--- src/hdl/tmmq_ram.sv ---
// ----------------------------------------------------------------------------
// tmmq_ram
// Generic single-port-write, single-port-read RAM with registered read.
// ----------------------------------------------------------------------------
`default_nettype none
module tmmq_ram #(
    parameter int WIDTH = 8,
    parameter int DEPTH = 16
) (
    input  wire logic                     aclk,
    input  wire logic                     we,
    input  wire logic [$clog2(DEPTH)-1:0] waddr,
    input  wire logic [WIDTH-1:0]         wdata,
    input  wire logic [$clog2(DEPTH)-1:0] raddr,
    output logic      [WIDTH-1:0]         rdata
);
    logic [WIDTH-1:0] mem [DEPTH];

    // write port and registered read
    always_ff @(posedge aclk) begin
        if (we) mem[waddr] <= wdata;
        rdata <= mem[raddr];
    end
endmodule
`default_nettype wire

--- config.mk ---
export PLATFORM = sky130hd
export DESIGN_NAME = tmmq_ram
export DESIGN_NICKNAME = d
export VERILOG_FILES = /design/src/hdl/tmmq_ram.sv
export SDC_FILE = /design/constraint.sdc
export NUM_CORES = 1
export LEC_CHECK = 0
export ABC_AREA = 1
export BUFFER_PORTS_ARGS = -buffer_cell sky130_fd_sc_hd__buf_2
export CAP_MARGIN = 30
export CORE_MARGIN = 1.5
export CORE_UTILIZATION = 45
export CTS_BUF_LIST = sky130_fd_sc_hd__clkbuf_16
export DETAILED_ROUTE_END_ITERATION = 10
export GPL_TIMING_DRIVEN = 0
export HOLD_SLACK_MARGIN = 0.1
export PLACE_DENSITY = 0.6
export SYNTH_ARGS = -nofsm -noshare
export SYNTH_HDL_FRONTEND = slang
export SYNTH_SLANG_ARGS = --single-unit
--- constraint.sdc ---
create_clock -name aclk -period 2.4 [get_ports aclk]
set_input_delay 0.24 -clock aclk [delete_from_list [all_inputs] [get_ports aclk]]
set_output_delay 0.24 -clock aclk [all_outputs]
set_load 0.02 [all_outputs]
==> impl_summary.md <==
STA
Dividing the final minimum period by the clock period gives 54.3%. In the final timing run, aggregate negative setup slack is 0 ns. Setup repair after global routing left no endpoint under its margin. The worst pin sits at a relative slew slack of 39.6%. The final-report max-slew violation count is 0.

The number of hold-slack violations in the final timing report is 0. The worst path meets setup with 1.10 ns of slack. The final worst hold slack is 0.226 ns. Clock skew on the completed layout was measured at 0.00464 ns. The highest achievable clock rate is 767 MHz. Setup violations remaining at the end of the flow were counted as 0. For the pin with the worst max-slew slack, the measured transition is 0.903 ns. The clock period minus final worst setup slack is 1.30 ns.

Global routing
The via count of the first global-routing pass is 3629. Global routing used 22.3% of the available tracks across all layers. For met2 alone, demand over resource in global routing was 31.8%. The layer flagged by global routing as most heavily used is met2.

In the global route stage, met1 resource usage came out at 30.4%. Entering global routing, the biggest net connects 17 pins. Global routing used 6.23% of the available met3 tracks.

The initial antenna violation count is 0. The sum of overflow across all layers after global routing is 0. The first global-routing pass estimated 20700 microns of wire.

Run
The tool flagged a number of max-cap violations equal to 0.

Power
The combinational cell fraction of total power is 6.6%. The switching part of the total power is 22.4%. The net switching power is 1.23 mW. The clock group share of total power is 44.8%. The leakage power of the design is 2.89 nW.

The fraction of power consumed by sequential logic is 48.6%. The worst vdd rail ir drop is 0.424 mV. The internal portion of total power is 4.26 mW. Power spread over the standard cell area amounts to 824 nW/um^2.

Synth
The number of distinct library cell variants in the gate-level netlist after synthesis is 12. For this run, asynchronously set or reset flops after synthesis account for 0%. The dominant cell by count in the synthesized netlist is sky130_fd_sc_hd__nand2_1. The net count after synthesis is 569.

The portion of synthesized cell area occupied by the leading cell type is 66.7%. Of all cell types, the one taking the most synthesized area is sky130_fd_sc_hd__edfxtp_1. In this run, synthesis produced a sequential element count of 136. For this run, the register share of the synthesized area comes to 69.4%. The synthesized netlist occupies a cell area of 5770 sq um.

Counting every instance in the synthesized netlist gives 551. The dominant synthesized flop cell is sky130_fd_sc_hd__edfxtp_1. The count of flip-flops with a built-in enable after synthesis is 128. In the synthesized netlist, the cells that appear most often are 173 x sky130_fd_sc_hd__nand2_1, 128 x sky130_fd_sc_hd__edfxtp_1, 100 x sky130_fd_sc_hd__inv_1.

The per-instance average area after synthesis is 10.5 sq um. Ranked by total cell area, the synthesized netlist is headed by sky130_fd_sc_hd__edfxtp_1 67%, sky130_fd_sc_hd__nand2_1 11%, sky130_fd_sc_hd__nand3_1 8.4%. The total number of yosys warnings is 0.

Setup path
STA puts the critical path data required time at 2.45 ns. In this run the critical register-to-register path is captured at rdata[2]. Data on the critical path arrives at its endpoint at 1.35 ns.

The count of cells along the worst register-to-register path is 6. STA classifies the critical path endpoint as a flip-flop. The worst register-to-register path begins at mem[8][2]. The maximum fanout along the worst path is 8. The setup slack of the most critical reg-to-reg path is 1.33 ns. The timing endpoint of the critical path is mem[6][0]. The setup path with the least slack is of type in2reg. The startpoint type of the worst setup path is an input pin.

The critical path starts at waddr[3].

Floorplan
The floorplan step defined a die boundary enclosing 13500 sq um. The die is 116 microns wide. The I/O pin total is 26. The core region is 12600 sq um.

The floorplan step set the die height to 116 microns. The row count is 41. For this configuration, the core starts out at a cell density of 45.9%.

Worst hold path
The kind of path behind the tightest hold check is in2reg. Along the worst hold path, the cell count comes to 1.

Clocking
The largest buffer count on any clock path is 2. The number of H-tree levels is 4. The number of setup buffers added after CTS is 0. The clock tree from TritonCTS is built. Clock-pin slew was measured on the worst setup and hold paths at 0.06 ns. The later pin in the worst-skew pair is clocked with a latency of 0.43 ns. Counting the buffers created by CTS gives 17.

The library cell used as clock root buffer is sky130_fd_sc_hd__clkbuf_16. The number of gates given a new drive strength after cts is 0. The number of buffers inserted for hold repair after clock tree synthesis is 0. The CTS sink count is 136.

Final layout
The antenna diode instance count is 0. For this run, the number of standard cells in the final layout without fillers is 779. In the final design database the tool counted 612 nets. The share of final-layout standard cells stronger than drive strength 1 is 12.9%. Fill cells in the final layout number 1097. The synthesis-to-layout area growth is 15.7%.

Routing
The count of vias placed by the detailed router is 3857. For this run, design rule violations remaining after detail routing come to 0. After detailed routing, the average wire length per cell comes to 17.6 microns. The via-per-instance ratio is 4.95.

The number of detailed-route iterations in the first pass is 5. For this block, the routed nets add up to 13700 microns of wire. The detailed router finished its first iteration with 410 violations. The count of nets left with antenna violations once routing finished came out at 0.

Outcome
The run finished with clean final reports.

Place
The HPWL after detailed placement is 8840 microns. Once placement completed, the tool counted placed cells totaling 745. The minimum setup slack after placement is 0.633 ns. The routability-driven placement congestion ratio is 0.950. Buffers placed on the I/O ports in this run total 22.
[state kept, by name, summed over array words and instances (netlist names)]
signal and cells:
rdata 8, mem 128
[how the worst min path moves through the flow]
stage / startpoint / end
global placement: wdata[4] / mem[2][4]
global route: wdata[4] / mem[11][4]
finish: wdata[4] / mem[11][4]
detailed placement: rdata[2] / rdata[2]
CTS: wdata[4] / mem[10][4]
floorplan: wdata[0] / mem[0][0]
[logic make-up after synthesis]
kind of cell | synth area share [%]
DFF | 69.4
and+or+nand+nor | 21.0
buffers and inverters | 9.52
[worst max-delay path: stages]
cell                       delay (ns)
sky130_fd_sc_hd__buf_2           0.11
sky130_fd_sc_hd__nand3b_1        0.25
sky130_fd_sc_hd__nor2_1          0.74
[layout make-up]
cell class	instances	area [sq um]	share of cell area, %
timing repair buffer	24	125	1.88
multi-input combinational	289	1210	18.2
sequential	136	4000	60.0
clock inverter	15	138	2.06
buffer	24	166	2.49
tap	172	215	3.23
inverter	102	383	5.74
clock buffer	17	425	6.38
[placed cells by master, fill, tap and decap left out]
| cell | Yosys | routed |
|---|---|---|
| sky130_fd_sc_hd__buf_1 | 1 | 1 |
| sky130_fd_sc_hd__buf_2 | 13 | 35 |
| sky130_fd_sc_hd__buf_4 | 4 | 6 |
| sky130_fd_sc_hd__buf_6 | 6 | 6 |
| sky130_fd_sc_hd__bufinv_16 | 0 | 2 |
| sky130_fd_sc_hd__clkbuf_16 | 0 | 17 |
| sky130_fd_sc_hd__clkinv_1 | 0 | 2 |
| sky130_fd_sc_hd__clkinv_2 | 0 | 4 |
| sky130_fd_sc_hd__clkinv_4 | 0 | 1 |
| sky130_fd_sc_hd__clkinvlp_4 | 0 | 5 |
| sky130_fd_sc_hd__dfxtp_1 | 8 | 8 |
| sky130_fd_sc_hd__edfxtp_1 | 128 | 128 |
| sky130_fd_sc_hd__inv_1 | 100 | 101 |
| sky130_fd_sc_hd__inv_2 | 2 | 2 |
| sky130_fd_sc_hd__nand2_1 | 173 | 173 |
| sky130_fd_sc_hd__nand3_1 | 97 | 97 |
| sky130_fd_sc_hd__nand3b_1 | 2 | 2 |
| sky130_fd_sc_hd__nor2_1 | 17 | 17 |
[power groups by stage]
stage	sequential [mW]	clock (mW)	combinational, mW
after global routing	2.67	2.58	0.396
after detailed placement	2.72	0	0.357
after global placement	2.72	0	0.353
final	2.67	2.46	0.362
after floorplan	2.74	0	0.187
after CTS	2.67	2.50	0.358
[through the flow]
step	cell area, sq um	total power, mW	utilization (%)
global placement	6090	3.07	48.5
global route	6670	5.65	53.1
detailed placement	6090	3.07	48.5
CTS	6660	5.53	53.0
finish	6670	5.49	53.1
floorplan	5770	2.92	-
[metal layers]
metal | vias to the layer above | part of all wire, %
li1 | 1861 | -
met1 | 1784 | 44
met2 | 183 | 44
met3 | 29 | 7.9
met4 | 0 | 3.9
met5 | - | 0
(Power assumes the default switching activity.)
